===== src/hdl/fzc_pkg.sv =====
package fzc_pkg;

  localparam int GRADE_BITS_DEFAULT = 12;

  // quotient shift width of the shared divider, also the duty width
  localparam int QW = 16;
  localparam int CW = 4;

  localparam logic signed [11:0] TARGET_RESET = 12'sd400;
  localparam logic [11:0] SPAN_RESET = 12'd80;
  localparam logic [15:0] FULL_RESET = 16'd1024;
  localparam logic signed [15:0] FAULT_LIMIT = -16'sd1600;

  localparam logic [1:0] REG_TARGET = 2'd0;
  localparam logic [1:0] REG_SPAN = 2'd1;
  localparam logic [1:0] REG_FULL = 2'd2;

  typedef struct packed {
    logic load_sample;
    logic load_err;
    logic div_load_e;
    logic div_load_d;
    logic div_load_f;
    logic div_step;
    logic store_qe;
    logic store_qd;
    logic load_rules;
    logic load_num;
    logic load_out;
  } fzc_cmd_t;

  typedef struct packed {
    logic fault;
  } fzc_status_t;

endpackage


===== src/hdl/fzc_div.sv =====
module fzc_div #(
  parameter int DW = 15
) (
  input  logic                    clk,
  input  logic                    load,
  input  logic                    step,
  input  logic [DW-1:0]           rem_init,
  input  logic [fzc_pkg::QW-1:0]  q_init,
  input  logic [DW-1:0]           divisor,
  output logic [fzc_pkg::QW-1:0]  quotient
);
  import fzc_pkg::*;

  logic [DW-1:0] rem;
  logic [DW-1:0] dvs;
  logic [QW-1:0] qsh;
  logic [DW:0]   shifted;
  logic [DW:0]   diff;
  logic          ge;

  // restoring division, one quotient bit per step
  assign shifted = {rem, qsh[QW-1]};
  assign ge = shifted >= {1'b0, dvs};
  assign diff = shifted - {1'b0, dvs};

  always_ff @(posedge clk) begin
    if (load) begin
      rem <= rem_init;
      qsh <= q_init;
      dvs <= divisor;
    end else if (step) begin
      rem <= ge ? diff[DW-1:0] : shifted[DW-1:0];
      qsh <= {qsh[QW-2:0], ge};
    end
  end

  assign quotient = qsh;

endmodule


===== src/hdl/fzc_datapath.sv =====
module fzc_datapath #(
  parameter int GRADE_BITS = fzc_pkg::GRADE_BITS_DEFAULT
) (
  input  logic                  clk,
  input  logic                  rst,
  input  fzc_pkg::fzc_cmd_t     cmd,
  output fzc_pkg::fzc_status_t  status,
  input  logic [15:0]           sample_temperature,
  input  logic                  cfg_valid,
  input  logic [1:0]            cfg_index,
  input  logic [15:0]           cfg_data,
  output logic [15:0]           duty,
  output logic                  no_rule_fired
);
  import fzc_pkg::*;

  localparam int GW = GRADE_BITS + 1;
  localparam int DW = (GRADE_BITS + 3 > 12) ? GRADE_BITS + 3 : 12;
  localparam int NW = GRADE_BITS + 18;
  localparam logic [GW-1:0] ONE = {1'b1, {GRADE_BITS{1'b0}}};

  logic signed [11:0] target;
  logic [11:0]        span;
  logic [15:0]        full;
  logic signed [17:0] prev_err;
  logic signed [15:0] sample;
  logic signed [17:0] err;
  logic signed [17:0] delta;
  logic [GW-1:0]      qe;
  logic [GW-1:0]      qd;
  logic [GW-1:0]      high;
  logic [GW-1:0]      mid;
  logic [GW-1:0]      low;
  logic [NW-1:0]      num;
  logic [GRADE_BITS+2:0] sum2;
  logic               nrf;

  logic signed [17:0] err_c;
  logic signed [17:0] delta_c;
  logic [11:0]        span_eff;
  logic [17:0]        abs_e;
  logic [17:0]        abs_d;
  logic               sat_e;
  logic               sat_d;
  logic [GW-1:0]      neg_e, neg_d, pos_e, pos_d, zer_e, zer_d;
  logic [GRADE_BITS+1:0] wsum;
  logic [GRADE_BITS+1:0] sum;
  logic [DW-1:0]      div_rem_init;
  logic [QW-1:0]      div_q_init;
  logic [DW-1:0]      div_divisor;
  logic [QW-1:0]      quotient;

  assign status.fault = $signed(sample_temperature) < FAULT_LIMIT;

  always_ff @(posedge clk) begin
    if (rst) begin
      target <= TARGET_RESET;
      span <= SPAN_RESET;
      full <= FULL_RESET;
    end else if (cfg_valid) begin
      case (cfg_index)
        REG_TARGET: target <= cfg_data[11:0];
        REG_SPAN:   span <= cfg_data[11:0];
        REG_FULL:   full <= cfg_data;
        default: ;
      endcase
    end
  end

  assign err_c = {{6{target[11]}}, target} - {{2{sample[15]}}, sample};
  assign delta_c = err_c - prev_err;

  always_ff @(posedge clk) begin
    if (rst) begin
      prev_err <= '0;
    end else if (cmd.load_err) begin
      prev_err <= err_c;
    end
  end

  assign span_eff = (span == 12'd0) ? 12'd1 : span;
  assign abs_e = err[17] ? 18'(-err) : err;
  assign abs_d = delta[17] ? 18'(-delta) : delta;
  assign sat_e = abs_e >= {6'd0, span_eff};
  assign sat_d = abs_d >= {6'd0, span_eff};

  // memberships from the clipped magnitude ratio
  assign neg_e = err[17] ? qe : '0;
  assign pos_e = (!err[17] && err != 18'sd0) ? qe : '0;
  assign zer_e = ONE - qe;
  assign neg_d = delta[17] ? qd : '0;
  assign pos_d = (!delta[17] && delta != 18'sd0) ? qd : '0;
  assign zer_d = ONE - qd;

  // 2*high + mid never exceeds 2*ONE
  assign wsum = {high, 1'b0} + {1'b0, mid};
  assign sum = {1'b0, high} + {1'b0, mid} + {1'b0, low};

  always_comb begin
    if (cmd.div_load_f) begin
      div_rem_init = DW'(num[NW-1:QW]);
      div_q_init = num[QW-1:0];
      div_divisor = DW'(sum2);
    end else begin
      div_rem_init = cmd.div_load_d ? DW'(abs_d[11:0]) : DW'(abs_e[11:0]);
      div_q_init = '0;
      div_divisor = DW'(span_eff);
    end
  end

  fzc_div #(.DW(DW)) u_div (
    .clk      (clk),
    .load     (cmd.div_load_e | cmd.div_load_d | cmd.div_load_f),
    .step     (cmd.div_step),
    .rem_init (div_rem_init),
    .q_init   (div_q_init),
    .divisor  (div_divisor),
    .quotient (quotient)
  );

  always_ff @(posedge clk) begin
    if (cmd.load_sample) sample <= sample_temperature;
    if (cmd.load_err) begin
      err <= err_c;
      delta <= delta_c;
    end
    if (cmd.store_qe) qe <= sat_e ? ONE : {1'b0, quotient[GRADE_BITS-1:0]};
    if (cmd.store_qd) qd <= sat_d ? ONE : {1'b0, quotient[GRADE_BITS-1:0]};
    if (cmd.load_rules) begin
      high <= (neg_e < neg_d) ? neg_e : neg_d;
      mid <= (zer_e < zer_d) ? zer_e : zer_d;
      low <= (pos_e < pos_d) ? pos_e : pos_d;
    end
    if (cmd.load_num) begin
      num <= NW'(wsum) * NW'(full);
      sum2 <= {sum, 1'b0};
      nrf <= sum == '0;
    end
    if (cmd.load_out) begin
      duty <= nrf ? '0 : quotient;
      no_rule_fired <= nrf;
    end
  end

endmodule


===== src/hdl/fzc_ctrl.sv =====
module fzc_ctrl #(
  parameter int GRADE_BITS = fzc_pkg::GRADE_BITS_DEFAULT
) (
  input  logic                  clk,
  input  logic                  rst,
  input  logic                  in_valid,
  output logic                  in_stall,
  output logic                  out_valid,
  input  logic                  out_stall,
  input  fzc_pkg::fzc_status_t  status,
  output fzc_pkg::fzc_cmd_t     cmd
);
  import fzc_pkg::*;

  localparam logic [3:0] S_IDLE  = 4'd0;
  localparam logic [3:0] S_ERR   = 4'd1;
  localparam logic [3:0] S_LDE   = 4'd2;
  localparam logic [3:0] S_RUNE  = 4'd3;
  localparam logic [3:0] S_LDD   = 4'd4;
  localparam logic [3:0] S_RUND  = 4'd5;
  localparam logic [3:0] S_GRADE = 4'd6;
  localparam logic [3:0] S_RULES = 4'd7;
  localparam logic [3:0] S_MUL   = 4'd8;
  localparam logic [3:0] S_LDF   = 4'd9;
  localparam logic [3:0] S_RUNF  = 4'd10;
  localparam logic [3:0] S_DONE  = 4'd11;

  localparam logic [CW-1:0] LAST_G = CW'(GRADE_BITS - 1);
  localparam logic [CW-1:0] LAST_F = CW'(QW - 1);

  logic [3:0]    state, state_next;
  logic [CW-1:0] cnt, cnt_next;
  logic          out_free;

  assign in_stall = state != S_IDLE;
  assign out_free = !out_valid || !out_stall;

  always_comb begin
    state_next = state;
    cnt_next = cnt;
    cmd = '0;
    case (state)
      S_IDLE: begin
        if (in_valid && !status.fault) begin
          cmd.load_sample = 1'b1;
          state_next = S_ERR;
        end
      end
      S_ERR: begin
        cmd.load_err = 1'b1;
        state_next = S_LDE;
      end
      S_LDE: begin
        cmd.div_load_e = 1'b1;
        cnt_next = '0;
        state_next = S_RUNE;
      end
      S_RUNE: begin
        cmd.div_step = 1'b1;
        cnt_next = cnt + 1'b1;
        if (cnt == LAST_G) state_next = S_LDD;
      end
      S_LDD: begin
        cmd.store_qe = 1'b1;
        cmd.div_load_d = 1'b1;
        cnt_next = '0;
        state_next = S_RUND;
      end
      S_RUND: begin
        cmd.div_step = 1'b1;
        cnt_next = cnt + 1'b1;
        if (cnt == LAST_G) state_next = S_GRADE;
      end
      S_GRADE: begin
        cmd.store_qd = 1'b1;
        state_next = S_RULES;
      end
      S_RULES: begin
        cmd.load_rules = 1'b1;
        state_next = S_MUL;
      end
      S_MUL: begin
        cmd.load_num = 1'b1;
        state_next = S_LDF;
      end
      S_LDF: begin
        cmd.div_load_f = 1'b1;
        cnt_next = '0;
        state_next = S_RUNF;
      end
      S_RUNF: begin
        cmd.div_step = 1'b1;
        cnt_next = cnt + 1'b1;
        if (cnt == LAST_F) state_next = S_DONE;
      end
      S_DONE: begin
        if (out_free) begin
          cmd.load_out = 1'b1;
          state_next = S_IDLE;
        end
      end
      default: state_next = S_IDLE;
    endcase
  end

  always_ff @(posedge clk) begin
    if (rst) begin
      state <= S_IDLE;
      cnt <= '0;
      out_valid <= 1'b0;
    end else begin
      state <= state_next;
      cnt <= cnt_next;
      if (cmd.load_out) begin
        out_valid <= 1'b1;
      end else if (!out_stall) begin
        out_valid <= 1'b0;
      end
    end
  end

endmodule


===== src/hdl/fuzzy_temperature_controller.sv =====
// Requests are handled one at a time: in_stall stays high from acceptance until the duty is
// registered, while the shared radix-2 divider runs two grade divisions of GRADE_BITS steps
// and one of 16 for the duty; a stalled output holds the result and blocks the next request.
// Sensor-fault requests (signed sample below FAULT_LIMIT, -1600) are accepted and give no result.
// Synchronous reset: config registers go to their defaults, previous error clears to 0,
// no result pending.
module fuzzy_temperature_controller #(
  parameter int GRADE_BITS = fzc_pkg::GRADE_BITS_DEFAULT
) (
  input  logic        clk,
  input  logic        rst,
  input  logic        in_valid,
  output logic        in_stall,
  input  logic [15:0] sample_temperature,
  output logic        out_valid,
  input  logic        out_stall,
  output logic [15:0] duty,
  output logic        no_rule_fired,
  input  logic        cfg_valid,
  output logic        cfg_ready,
  input  logic [1:0]  cfg_index,
  input  logic [15:0] cfg_data
);
  import fzc_pkg::*;

  fzc_cmd_t    cmd;
  fzc_status_t status;

  assign cfg_ready = 1'b1;

  fzc_ctrl #(.GRADE_BITS(GRADE_BITS)) u_ctrl (
    .clk       (clk),
    .rst       (rst),
    .in_valid  (in_valid),
    .in_stall  (in_stall),
    .out_valid (out_valid),
    .out_stall (out_stall),
    .status    (status),
    .cmd       (cmd)
  );

  fzc_datapath #(.GRADE_BITS(GRADE_BITS)) u_dp (
    .clk                (clk),
    .rst                (rst),
    .cmd                (cmd),
    .status             (status),
    .sample_temperature (sample_temperature),
    .cfg_valid          (cfg_valid),
    .cfg_index          (cfg_index),
    .cfg_data           (cfg_data),
    .duty               (duty),
    .no_rule_fired      (no_rule_fired)
  );

endmodule

===== config.mk =====
export PLATFORM = sky130hd
export DESIGN_NAME = fuzzy_temperature_controller
export DESIGN_NICKNAME = d
export VERILOG_FILES = /design/src/hdl/fzc_pkg.sv /design/src/hdl/fzc_div.sv /design/src/hdl/fzc_datapath.sv /design/src/hdl/fzc_ctrl.sv /design/src/hdl/fuzzy_temperature_controller.sv
export SDC_FILE = /design/constraint.sdc
export NUM_CORES = 1
export LEC_CHECK = 0
export BUFFER_PORTS_ARGS = -buffer_cell sky130_fd_sc_hd__buf_2
export CORE_MARGIN = 4
export CORE_UTILIZATION = 34
export CTS_BUF_LIST = sky130_fd_sc_hd__clkbuf_16
export CTS_CLUSTER_DIAMETER = 100
export CTS_CLUSTER_SIZE = 24
export DETAILED_ROUTE_END_ITERATION = 8
export GPL_TIMING_DRIVEN = 1
export SLEW_MARGIN = 20
export SYNTH_ARGS = -nofsm -noshare
export SYNTH_HDL_FRONTEND = slang
export SYNTH_SLANG_ARGS = --single-unit

===== constraint.sdc =====
create_clock -name clk -period 20.3 [get_ports clk]
set_clock_uncertainty 0.15 [all_clocks]
set_input_delay 4.06 -clock clk [delete_from_list [all_inputs] [get_ports clk]]
set_output_delay 4.06 -clock clk [all_outputs]
set_load 0.02 [all_outputs]

==> run metrics <==
Rows=99; gpl congestion=0.894; critical path type=flop to flop; flops & latches, synth=290; Total GRT Usage=16.7%; Period Utilization, post-route=between 40% and 50%; Required @ worst endpoint=between 20 and 25 ns; Synth Area in XOR/XNOR=between 4 and 5%; initial antenna violation count=1; CP max stage delay=0.83 ns; outcome=finished, final reports clean; CP endpoint kind=flop; worst skew pair latency=0.53 ns; WL per Instance=18.2 um; post-CTS setup buffers=0; final WL=66600 um; Synth Warn #=0; CP Depth=24; syn_area_per_cell=9.43 um^2; cell with the most instances after synthesis=nand2_1; final worst path period need=8.74 ns; Antenna Nets Post-Route=0; number of clock sinks=290; Worst setup SP type=flop; Max-Cap Viols=0; simple-gate share of the synthesized area=around 18%; PwrDens=83.1 mW/mm^2; largest family of logic cells by synthesized area=adder cells; most area-consuming cells after synthesis=edfxtp_1 26%, fa_1 14%, ha_1 11%, nand2_1 5.9%, dfxtp_1 5.2%; post-layout util=37.1%; total power=2.27 mW; Synth-to-Final Area Change=7.28%; Via Count=19195; relative slew slack=~29%; initial core utilization=about a third; VDD IR max=roughly 60 uV; sequential area share after synthesis=31.7%; hold path depth=2; first-pass GRT wire length=about 110000 um; HP Class=flop to flop; f_max=114 MHz; DRC errors left=0; vias in the first global route=~18000; final hold vios=0; share of cells above drive strength 1=5.08%; P_leak=11.6 nW; Yosys top cell by area=edfxtp_1; clk slew on worst S/H paths=around 0.10 ns; die area=0.0792 mm^2; commonest cells in the netlist=401 x nand2_1, 296 x inv_1, 231 x ha_1, 224 x edfxtp_1, 183 x fa_1; Via density=between 5 and 6; CP max FO=17; Die H=281 um; Resize count post-CTS=0; largest net degree at the start of global routing=between 60 and 70; Max clock buf depth=3; CTS tree=built; ys flop type=edfxtp_1; setup TNS=0 ns; GRT overflow=0; hpwl dp=52000 um; Worst R2R Path Depth=24; slowest stage cell, crit path=xor2_2; RSZ-0062 raised after global routing=no; cells after synthesis=between 2000 and 3000; critical path buffer and inverter count=3; Core Box Area=between 0.07 and 0.08 mm^2; Yosys cell types=87; Compound-Gate Fraction of Synth Area=12.9%; CP arrival=8.89 ns; CP most frequent cell=fa_1; die width=281 um; Crit path max-delay family=adder cells; Synth Area in Adders=25.8%; hold buffer count at CTS=0; top cell type's share of synthesized area=a little over a quarter; IO Pins=59; post-synthesis mux area share=1.57%; Num CTS Buffers=16; critical-path cell list=ha_1 > a211o_1 > a21oi_1 > o21ai_1 > a221o_1 > xor2_2 > nand2_1 > fa_1 > fa_1 > inv_1 > fa_1 > fa_1 > fa_1 > inv_1 > fa_1 > inv_1 > ha_1 > a21oi_1 > o211ai_1 > a31o_2 > a21oi_1 > or3b_1 > and4b_1 > a311o_1; number of enable flip-flop cells after synthesis=224; Post-synth ARST share=0%; CTS root buf=clkbuf_16; IO buf count=57; number of DRC markers in iteration 0=1519; H-tree level count=1; endpoints failing setup=0; Final nets=3147; worst-margin pin slew=1.06 ns; Post-Syn Nets=between 3000 and 4000; Final Max Tran Viols=0; total iterations of the first detailed-routing run=6; Post-Synthesis Cell Area=approximately 0.025 mm^2
[per-layer routing]
layer	up-vias	GRT usage, %	share of wire [%]
li1	9269	-	-
met4	0	2.44	1.5
met2	447	25.6	44
met5	-	0	0
met1	9433	25.7	49
met3	46	2.06	5.7
[cell usage in the layout (no fill, tap or decap), types with 53 or more instances in the layout]
cell type and n:
nand2_1 401, inv_1 300, ha_1 231, edfxtp_1 224, fa_1 183, a21oi_1 146
and2_1 103, nor2_1 88, xnor2_1 82, o21ai_0 79, dfxtp_1 66, buf_2 57
nor2b_1 55, nor3_1 53
[worst reg2reg max path, cell delays in order (launching register included)]
cell      delay (ns)
edfxtp_1        0.46
ha_1            0.35
a211o_1         0.33
a21oi_1         0.18
o21ai_1         0.15
a221o_1         0.37
xor2_2          0.83
nand2_1         0.19
fa_1            0.53
fa_1            0.49
inv_1           0.05
fa_1            0.50
fa_1            0.51
fa_1            0.54
inv_1           0.05
fa_1            0.53
inv_1           0.04
ha_1            0.37
a21oi_1         0.25
o211ai_1        0.17
a31o_2          0.26
a21oi_1         0.28
or3b_1          0.42
and4b_1         0.21
a311o_1         0.31
[metrics by stage]
| stage | std cells | hold slack [ns] | cell area (um^2) | setup slack (ns) |
|---|---|---|---|---|
| finish | 3659 | 0.310 | 27300 | 11.56 |
| global route | 3658 | 0.340 | 27300 | 11.17 |
| CTS | 3658 | 0.312 | 27300 | 11.61 |
| detailed placement | 3635 | 0.298 | 26800 | 11.65 |
| global placement | 3635 | 0.292 | 26800 | 11.69 |
| floorplan | 2694 | 0.286 | 25400 | 12.22 |
[area by class of cell]
type,count,area [um^2]
fillers,7509,46300
multi-input cells,1993,15900
flip-flops and latches,290,8050
well taps,959,1200
inverters,299,1120
repair buffers,94,563
clock buffers,17,425
clock inverters,6,42.5
diodes,1,2.50
[report_power, final]
group          switching [mW]  total [mW]  internal, mW
clock network           0.202       0.356         0.155
registers              0.0801       0.872         0.792
logic                   0.623        1.04         0.415
total                   0.905        2.27          1.36
[flip-flops by register name, indices dropped and copies added, names as in the netlist, 14 cells and up]
register and cells:
u_dp.num 30, u_dp.delta 18, u_dp.err 17, u_dp.prev_err 17
u_dp.duty 16, u_dp.full 16, u_dp.sample 16, u_dp.u_div.quotient 16
u_dp.u_div.dvs 15, u_dp.u_div.rem 15, u_dp.sum2 14
[worst paths after layout]
| check | from | end | slack (ns) |
|---|---|---|---|
| worst max-delay path | u_dp.mid[2]$_DFFE_PP_ | u_dp.num[28]$_DFFE_PP_ | 11.56 |
| worst min-delay path | u_dp.prev_err[6]$_SDFFE_PP0P_ | u_dp.prev_err[6]$_SDFFE_PP0P_ | 0.31 |
| worst max register to register | u_dp.mid[2]$_DFFE_PP_ | u_dp.num[28]$_DFFE_PP_ | 11.56 |
| worst min register to register | u_dp.prev_err[6]$_SDFFE_PP0P_ | u_dp.prev_err[6]$_SDFFE_PP0P_ | 0.31 |
[kinds of logic (layout without fill, tap and decap cells)]
logic type               count (synthesis)  count (layout)
AND/OR/NAND/NOR                        916             916
AO/OA/AOI/OAI                          501             501
adder cells (fa/ha/maj)                414             414
buffers and inverters                  411             416
flip-flops                             290             290
XOR/XNOR                               122             122
multiplexers                            39              39
other                                    1               2
(Power assumes the default switching activity.)
